--- src/hw/rtl/tknl_pkg.sv ---
package tknl_pkg;

  localparam int CAPACITY   = 64;
  localparam int CNT_W      = $clog2(CAPACITY + 1);
  localparam int SCORE_W    = 32;
  localparam int ID_W       = 32;
  localparam int CMD_W      = 2;
  localparam int STATUS_W   = 4;
  localparam int SIZE_W     = 7;
  localparam int LIMIT_W    = 7;
  localparam int CMP_W      = (CNT_W > LIMIT_W) ? CNT_W : LIMIT_W;
  localparam int CFG_IDX_W  = 1;
  localparam int CFG_DATA_W = 7;

  localparam logic [LIMIT_W-1:0] LIMIT_RESET = LIMIT_W'(8);

  localparam logic [CFG_IDX_W-1:0] REG_LIST_LIMIT = CFG_IDX_W'(0);
  localparam logic [CFG_IDX_W-1:0] REG_KEEP_ALL   = CFG_IDX_W'(1);

  typedef enum logic [CMD_W-1:0] {
    CMD_OFFER = 2'd0,
    CMD_READ  = 2'd1,
    CMD_CLEAR = 2'd2
  } cmd_t;

  typedef enum logic [STATUS_W-1:0] {
    ST_INSERTED = 4'd0,
    ST_REPLACED = 4'd1,
    ST_TIE      = 4'd2,
    ST_DUP      = 4'd3,
    ST_NOT_GOOD = 4'd4,
    ST_DROPPED  = 4'd5,
    ST_ENTRY    = 4'd6,
    ST_CLEARED  = 4'd7,
    ST_EMPTY    = 4'd8
  } status_t;

  typedef struct packed {
    logic insert;
    logic rotate;
  } cell_ctl_t;

endpackage

--- src/hw/rtl/tknl_cell.sv ---
module tknl_cell import tknl_pkg::*; (
  input  logic                      clk,
  input  cell_ctl_t                 ctl,
  input  logic                      occ,
  input  logic                      tail,
  input  logic signed [SCORE_W-1:0] cand_score,
  input  logic [ID_W-1:0]           cand_id,
  input  logic                      prev_le,
  input  logic signed [SCORE_W-1:0] prev_score,
  input  logic [ID_W-1:0]           prev_id,
  input  logic signed [SCORE_W-1:0] next_score,
  input  logic [ID_W-1:0]           next_id,
  input  logic signed [SCORE_W-1:0] head_score,
  input  logic [ID_W-1:0]           head_id,
  output logic signed [SCORE_W-1:0] score,
  output logic [ID_W-1:0]           id,
  output logic                      le,
  output logic                      eq,
  output logic                      match
);

  always_ff @(posedge clk) begin
    le    <= occ && (score <= cand_score);
    eq    <= occ && (score == cand_score);
    match <= occ && (id == cand_id);
    if (ctl.insert && !le) begin
      if (prev_le) begin
        score <= cand_score;
        id    <= cand_id;
      end else begin
        score <= prev_score;
        id    <= prev_id;
      end
    end else if (ctl.rotate) begin
      if (tail) begin
        score <= head_score;
        id    <= head_id;
      end else begin
        score <= next_score;
        id    <= next_id;
      end
    end
  end

endmodule

--- config.mk ---
export PLATFORM = sky130hd
export DESIGN_NAME = tknl_cell
export DESIGN_NICKNAME = d
export VERILOG_FILES = /design/src/hw/rtl/tknl_pkg.sv /design/src/hw/rtl/tknl_cell.sv
export SDC_FILE = /design/constraint.sdc
export NUM_CORES = 1
export LEC_CHECK = 0
export BUFFER_PORTS_ARGS = -buffer_cell sky130_fd_sc_hd__buf_2
export CAP_MARGIN = 25
export CORE_AREA = 3 3 127 129
export CTS_CLUSTER_DIAMETER = 120
export DETAILED_ROUTE_END_ITERATION = 10
export DIE_AREA = 0 0 130 132
export PLACE_DENSITY = 0.69
export SLEW_MARGIN = 20
export SYNTH_ARGS = -nofsm -noshare
export SYNTH_HDL_FRONTEND = slang
export SYNTH_SLANG_ARGS = --single-unit
--- constraint.sdc ---
create_clock -name clk -period 2.2 [get_ports clk]
set_input_delay 0 -clock clk [delete_from_list [all_inputs] [get_ports clk]]
set_output_delay 0 -clock clk [all_outputs]
set_load 0.005 [all_outputs]
# After elaboration in Yosys (flattened, before gate mapping)
# Cells that the tools add are included.
# classes
muxes	8
n_lt_le_gt_ge	1
n_eq_ne	2
reduce_logical	6
# op_table
op	count
32-bit 2-to-1 mux	8
32-bit == test	2
32-bit <= comparator	1
1-bit logical AND	4
2-bit nonzero test	1
1-bit logical NOT	1
# totals
in_bits	262
output_inout_bits	67
word_cells	22
regBits	67

# Depth between registers and ports, before layout
# Gate-level depths: netlist of the first run.
# logic_depth
word_depth	3
depth_mapped	8
mapped_depth_nobuf	8

# Worst setup path after synthesis of the first run
# No wires, ideal clock.
# synth_timing
path_type	reg2reg
start	register le
end	register id[0] (enable)
setup_ps	394
stages_incl_launch_ff	5
period_less_slack_ps	2302
t_required_ps	1806
t_arrival_ps	1908
n_path_buf	2
setup_slack_ps	-102
cell_sequence	dfxtp_1 nor2b_1 clkbuf_1 clkbuf_1 or2_2
# synth_between
elab_chain_len	3
# synth_lines
element	line	source
from (decl)	tknl_cell.sv:17	output logic le,
from (signal assigned)	tknl_cell.sv:23	le <= occ && (score <= cand_score);
1-bit logical NOT	tknl_cell.sv:26	if (ctl.insert && !le) begin
1-bit logical AND	tknl_cell.sv:26	
2-bit nonzero test (no source line)	--	
to (signal assigned)	tknl_cell.sv:29	id <= cand_id;
to (signal assigned)	tknl_cell.sv:32	id <= prev_id;
to (signal assigned)	tknl_cell.sv:37	id <= head_id;
to (decl)	tknl_cell.sv:16	output logic [ID_W-1:0] id,
# Every way passes these cells.
# A chain may end at the register's enable or synchronous reset.

# Final worst setup path of the first run
# layout_timing
start	register score[21]
end	register le
# layout_between
elab_chain_len	2
# layout_lines
element	line	source
from (decl)	tknl_cell.sv:15	output logic signed [SCORE_W-1:0] score,
from (signal assigned)	tknl_cell.sv:28	score <= cand_score;
from (signal assigned)	tknl_cell.sv:31	score <= prev_score;
from (signal assigned)	tknl_cell.sv:36	score <= head_score;
32-bit <= comparator	tknl_cell.sv:23	
1-bit logical AND	tknl_cell.sv:23	
# Every way passes these cells.

==> results of run 1 <==
state kept, by name (all words and copies together), names as in the netlist:
register	cells
eq	1
id	32
score	32
le	1
match	1
routing by layer:
layer / GRT usage / vias to the layer above / part of all wire
met2: 0.363 / 202 / 0.52
li1: - / 2591 / -
met1: 0.218 / 2270 / 0.38
met3: 0.0579 / 25 / 0.082
met4: 0.0658 / 4 / 0.021
met5: 0 / - / 0.0019
cells in the mapped netlist (all sizes together) (3+ instances only):
cell type  count
buf           14
ha            32
nor2           5
clkbuf        21
a211oi        64
a21oi         78
xor2           4
nand4         11
a211o          3
o21ai          4
xnor2         28
nor2b         65
inv           33
nand2         13
dfxtp          3
mux2i         65
nand3          6
nor4           5
edfxtp        64
where the power goes:
group / internal, uW / switching (uW) / leakage (uW)
clock network: 868 / 533 / 0.000136
registers: 1760 / 163 / 0.000664
logic: 843 / 929 / 0.00268
total: 3470 / 1620 / 0.00348
worst paths after layout:
path,to,cells after the start,slack [ns],startpoint
worst min-delay path,match$_DFF_P_,3,0.003,occ
worst min register to register,match$_DFF_P_,3,0.59,id[20]$_DFFE_PP_
worst max register to register,le$_DFF_P_,7,0.08,score[21]$_DFFE_PP_
worst max-delay path,le$_DFF_P_,7,0.08,score[21]$_DFFE_PP_
kinds of logic (layout without fill, tap and decap cells):
logic type / Yosys count / count (layout) / share of synthesized area
AOI/OAI and AO/OA: 153 / 153 / 0.185
and+or+nand+nor: 107 / 107 / 0.122
buffers and inverters: 68 / 388 / 0.0511
DFF: 67 / 67 / 0.384
muxes: 65 / 65 / 0.126
adders and majority gates: 32 / 32 / 0.0776
xor gates and xnor gates: 32 / 32 / 0.0543
other: 0 / 1 / 0
critical path: stages, from the launching register on:
cell	delay, ns
edfxtp_1	0.38
ha_1	0.30
a21oi_1	0.15
o21ai_0	0.11
a221o_1	0.33
a211o_1	0.31
mux2i_1	0.13
a211o_1	0.29
metrics by stage:
step | total power, uW | setup WS, ns | instances
2_1_floorplan | 2880 | 0.166 | 524
3_3_place_gp | 3710 | 0.140 | 1016
3_5_place_dp | 3740 | 0.0891 | 1016
4_1_cts | 5150 | 0.0719 | 1032
5_1_grt | 5430 | 0.0128 | 1033
6_report | 5100 | 0.0835 | 1033
cell type report:
class | count | share of cell area
multi-input combinational | 389 | 0.400
timing repair buffer | 340 | 0.245
sequential | 67 | 0.269
inverter | 33 | 0.0168
clock buffer | 12 | 0.0321
tap | 188 | 0.0319
antenna | 1 | 0.000340
clock inverter | 3 | 0.00543
repair_timing:
action / 4_1_cts / 5_1_grt
gates resized for setup: 0 / 3
endpoints found under the setup margin: 0 / 1
hold buffers: 1 / 0
hold endpoints to repair: 1 / 0
==> impl_metrics.py, run 1 <==
metrics = {
    "run_status": {
        "status": "finished, final reports clean",
    },
    "global_route": {
        "grt_overflow": 0,
        "grt_antenna_before_repair": 3,
        "grt_pass1_wl_microns": 26400,
        "grt_max_degree": 54,
        "track_usage": 0.199,
        "first_global_vias": 5044,
    },
    "yosys": {
        "yosysTopAreaCellShare": 0.372,
        "syn_inst": 524,
        "synth-edff-count": 64,
        "ys_seq_area_frac": 0.384,
        "syn-cell-area_sq_um": 5160,
        "synth_seq_cells": 67,
        "synth_ff_type": "edfxtp_1",
        "synth_warnings": 0,
        "yosys.area.top_type": "edfxtp_1",
        "yosys-top-cells-area": "edfxtp_1 37%, mux2i_1 13%, a211oi_1 9.3%",
        "syn_area_per_cell_sq_um": 9.85,
        "synth-async-reset-ratio": 0,
        "ys_types": 27,
        "synthesis.nets": 818,
    },
    "drt": {
        "postRouteAntennaNets": 0,
        "routedWlPerCell_microns": 17.3,
        "wirelength_microns": 17800,
        "drtIter0Drc": 155,
        "dr.pass1.iters": 4,
        "vias_per_cell": 4.93,
        "num_vias": 5092,
        "post-route-drc-count": 0,
    },
    "timing": {
        "fin_crit_ns": 2.12,
        "skew_ns": 0.00576,
        "fin_setup_tns_ns": 0,
        "fmax_ghz": 0.472,
        "finalMaxSlewViolations": 0,
        "worstMarginPinSlew_ns": 0.556,
        "hold_viol": 0,
        "setup_violations": 0,
        "slew_headroom": 0.630,
        "holdWs_ns": 0.00309,
        "rsz0062_at_grt": "no",
        "fin_crit_sh": 0.962,
    },
    "pwr": {
        "ir_worst_vdd_mv": 0.298,
        "p_leak_uw": 0.00348,
        "pwr_density_cell_nw_per_um2": 692,
    },
    "finish": {
        "fin_nets": 1134,
        "multi_input_area_sq_um": 2950,
        "area_growth_pct": 42.7,
        "final_common_cell": "buf_2",
        "fillers": 1516,
        "design_area_sq_um": 7370,
        "final_core_util": 0.486,
        "final_cell_mix": "326 x buf_2, 76 x a21oi_1, 65 x mux2i_1",
        "drive_gt1_frac": 0.425,
        "seqCellArea_sq_um": 1980,
    },
    "setup_path": {
        "path_class": "register to register",
        "cp_max_fo": 2,
        "crit_path_end_kind": "register",
        "arrival_ns": 2.33,
        "crit_required_ns": 2.42,
        "cp-start-kind": "register",
    },
    "floorplan": {
        "die_w_microns": 130,
        "start_util": 0.341,
        "die_h_microns": 132,
        "ios": 329,
        "core_sq_um": 15100,
        "dieArea_sq_um": 17200,
        "placementRows": 45,
    },
    "hold_path": {
        "min_path_type": "input pin to register",
    },
    "clock_network": {
        "cts_tree": "done",
        "clk_pin_slew_worst_paths_ns": 0.05,
        "clk_latency_ns": 0.33,
        "clockBufferDepth": 2,
        "cts.sinks": 67,
        "clockRootBuffer": "clkbuf_16",
        "htree_levels": 3,
        "cts_buffers": 9,
        "postCtsSetupBuffers": 0,
    },
    "placement": {
        "gp_congestion": 0.824,
        "port_buffers": 328,
        "post_dp_cell_area_sq_um": 7060,
        "dp_hpwl_microns": 14800,
    },
    "flow_run": {
        "maxCapViolCount": 0,
    },
}
Note: power is estimated with default switching activity, not from simulation.
==> run 2: changes to the inputs <==
--- a/config.mk
+++ b/config.mk
@@ -5,12 +5,14 @@
 export SDC_FILE = /design/constraint.sdc
 export NUM_CORES = 1
 export LEC_CHECK = 0
+export ABC_AREA = 1
 export BUFFER_PORTS_ARGS = -buffer_cell sky130_fd_sc_hd__buf_2
 export CAP_MARGIN = 25
-export CORE_AREA = 3 3 127 129
+export CORE_AREA = 3 3 126 128
 export CTS_CLUSTER_DIAMETER = 120
 export DETAILED_ROUTE_END_ITERATION = 10
-export DIE_AREA = 0 0 130 132
+export DIE_AREA = 0 0 129 131
+export MAX_ROUTING_LAYER = met4
 export PLACE_DENSITY = 0.69
 export SLEW_MARGIN = 20
 export SYNTH_ARGS = -nofsm -noshare
==> run 2 against run 1 <==
First-iteration DRC count rose to 2.5 times the previous value. Design area up 0.39%. Wire length up 8.6%. Sequential share of layout area down 0.10 points. Critical path type unchanged. Critical path depth down 1. Clock-buffer cell count up 2. Sequential power down 5%.
==> impl_metrics.py, run 2 <==
metrics = {
    "setup_path": {
        "r2r_cells": 6,
        "path_class": "register to register",
        "cp_max_fo": 26,
        "rr_endpoint": "id[9]$_DFFE_PP_",
        "crit_required_ns": 2.28,
        "crit_path_end_kind": "register",
        "cp-start-kind": "register",
        "arrival_ns": 2.04,
        "startpoint": "le$_DFF_P_",
        "rr_startpoint": "le$_DFF_P_",
        "rrSetupSlack_ns": 0.23,
    },
    "yosys": {
        "ys_types": 33,
        "synth_compound_area_frac": 0.291,
        "yosys.area_share.simple": 0.143,
        "ys_seq_area_frac": 0.390,
        "syn-cell-area_sq_um": 5080,
        "yosys-top-cells-area": "edfxtp_1 38%, a21oi_1 14%, o21ai_0 8.7%",
        "syn_inst": 671,
        "synthAdderAreaFrac": 0.0788,
        "yosysMostFrequentCell": "a21oi_1",
        "syn_area_per_cell_sq_um": 7.57,
        "synth_warnings": 0,
        "yosys.area.top_type": "edfxtp_1",
        "synth-async-reset-ratio": 0,
        "synth_top_family_by_area": "compound AO/OA/AOI/OAI gates",
        "yosys.area_share.xor_xnor": 0.00862,
        "yosysTopAreaCellShare": 0.378,
        "synth_ff_type": "edfxtp_1",
        "synthMuxAreaShare": 0,
        "synthesis.nets": 965,
        "synth_seq_cells": 67,
        "synthTopCellsByCount": "139 x a21oi_1, 95 x nand2_1, 88 x o21ai_0",
        "synth-edff-count": 64,
    },
    "floorplan": {
        "dieArea_sq_um": 16900,
        "placementRows": 45,
        "start_util": 0.339,
        "die_h_microns": 131,
        "core_sq_um": 15000,
        "die_w_microns": 129,
        "ios": 329,
    },
    "drt": {
        "post-route-drc-count": 0,
        "wirelength_microns": 19400,
        "routedWlPerCell_microns": 16.3,
        "postRouteAntennaNets": 0,
        "vias_per_cell": 5.08,
        "num_vias": 6039,
        "dr.pass1.iters": 5,
        "drtIter0Drc": 388,
    },
    "finish": {
        "fillers": 1483,
        "final_common_cell": "buf_2",
        "fin_nets": 1289,
        "num_antenna_cells": 0,
        "final_cell_mix": "328 x buf_2, 139 x a21oi_1, 95 x nand2_1",
        "final_cells": 1188,
        "area_growth_pct": 45.6,
        "top_regs": "id (32), score (32)",
        "drive_gt1_frac": 0.360,
    },
    "timing": {
        "rsz0062_at_grt": "no",
        "skew_ns": 0.0138,
        "fmax_ghz": 0.509,
        "hold_viol": 0,
        "fin_setup_tns_ns": 0,
        "setup_violations": 0,
        "worstMarginPinSlew_ns": 0.728,
        "fin_crit_ns": 1.97,
        "finalMaxSlewViolations": 0,
        "fin_crit_sh": 0.894,
        "slew_headroom": 0.514,
    },
    "clock_network": {
        "clockRootBuffer": "clkbuf_16",
        "postCtsSetupBuffers": 0,
        "clockBufferDepth": 2,
        "cts_hold_buf": 15,
        "clk_pin_slew_worst_paths_ns": 0.06,
        "cts_tree": "done",
        "cts.sinks": 67,
        "clk_latency_ns": 0.33,
        "cts_buffers": 9,
        "htree_levels": 3,
        "cts_resized": 0,
    },
    "placement": {
        "dp_hpwl_microns": 15200,
        "port_buffers": 328,
        "placed_cells": 1157,
        "gp_congestion": 0.903,
    },
    "hold_path": {
        "min_path_type": "input pin to register",
        "whs_endpoint": "id[6]$_DFFE_PP_",
        "min_from": "next_id[6]",
        "min_path_cells": 3,
    },
    "global_route": {
        "grt_max_degree": 81,
        "track_usage": 0.220,
        "grt_overflow": 0,
        "first_global_vias": 5159,
        "grt_antenna_before_repair": 0,
        "grt_pass1_wl_microns": 27700,
    },
    "flow_run": {
        "maxCapViolCount": 0,
    },
    "pwr": {
        "pwr_density_cell_nw_per_um2": 685,
        "p_leak_uw": 0.00365,
        "ir_worst_vdd_mv": 0.302,
    },
    "run_status": {
        "status": "finished, final reports clean",
    },
}
## run 2: changes by cell type after synthesis, moves of 35 or more
cell | before | now
mux2i_1 | 65 | 0
o21ai_0 | 4 | 88
a211oi_1 | 64 | 0
nor2_1 | 5 | 64
inv_1 | 33 | 68
nor2b_1 | 65 | 0
a21oi_1 | 77 | 139
nand2_1 | 13 | 95
## run 2: worst max-delay path, cell delays in order, from the launching register on
cell and delay (ns):
dfxtp_1 0.33, nor2_4 0.18, buf_4 0.31, o21ai_0 0.14, a21oi_1 0.14, a21oi_1 0.05
dlygate4sd3_1 0.55
## run 2: worst max path at each step
stage / end / slack (ns) / cells after the start
floorplan: id[0]$_DFFE_PP_ / 0.17 / 4
global placement: le$_DFF_P_ / 0.54 / 10
detailed placement: le$_DFF_P_ / 0.50 / 10
CTS: id[9]$_DFFE_PP_ / 0.26 / 6
global route: id[9]$_DFFE_PP_ / 0.16 / 6
finish: id[9]$_DFFE_PP_ / 0.23 / 6
## run 2: layout make-up
cell class | instances | area (sq um) | share of cell area
timing repair buffer | 352 | 1930 | 0.262
sequential | 67 | 1980 | 0.268
clock inverter | 2 | 60.1 | 0.00812
multi-input combinational | 494 | 2650 | 0.359
inverter | 71 | 268 | 0.0362
tap | 188 | 235 | 0.0318
clock buffer | 14 | 264 | 0.0357
## run 2: cell families after synthesis
family	count (synthesis)
compound gates	277
xor+xnor	5
fa+ha+maj	32
buf+inv	110
flops	67
simple gates	180
## run 2: where the power goes
part	total (uW)	switching [uW]	internal (uW)
clock network	1590	531	1060
logic	1640	902	740
registers	1830	139	1690
total	5060	1570	3490
## run 2: metal layers
layer | track usage | share of wire | wire length, microns
met1 | 0.285 | 0.43 | 8270
met2 | 0.350 | 0.48 | 9260
met3 | 0.0309 | 0.071 | 1370
met4 | 0.0846 | 0.024 | 465
met5 | - | 0 | 0
## run 2: metrics by stage
step                      utilization  area (sq um)  hold slack [ns]  power [uW]  worst slack (ns)
after floorplan                     -          5080            0.131        2710             0.166
after global placement          0.462          6920            0.309        3460             0.545
after detailed placement        0.462          6920            0.312        3480             0.500
after CTS                       0.494          7400      0.000000958        5110             0.258
after global routing            0.494          7400           0.0175        5370             0.157
final                           0.494          7400           0.0139        5060             0.234
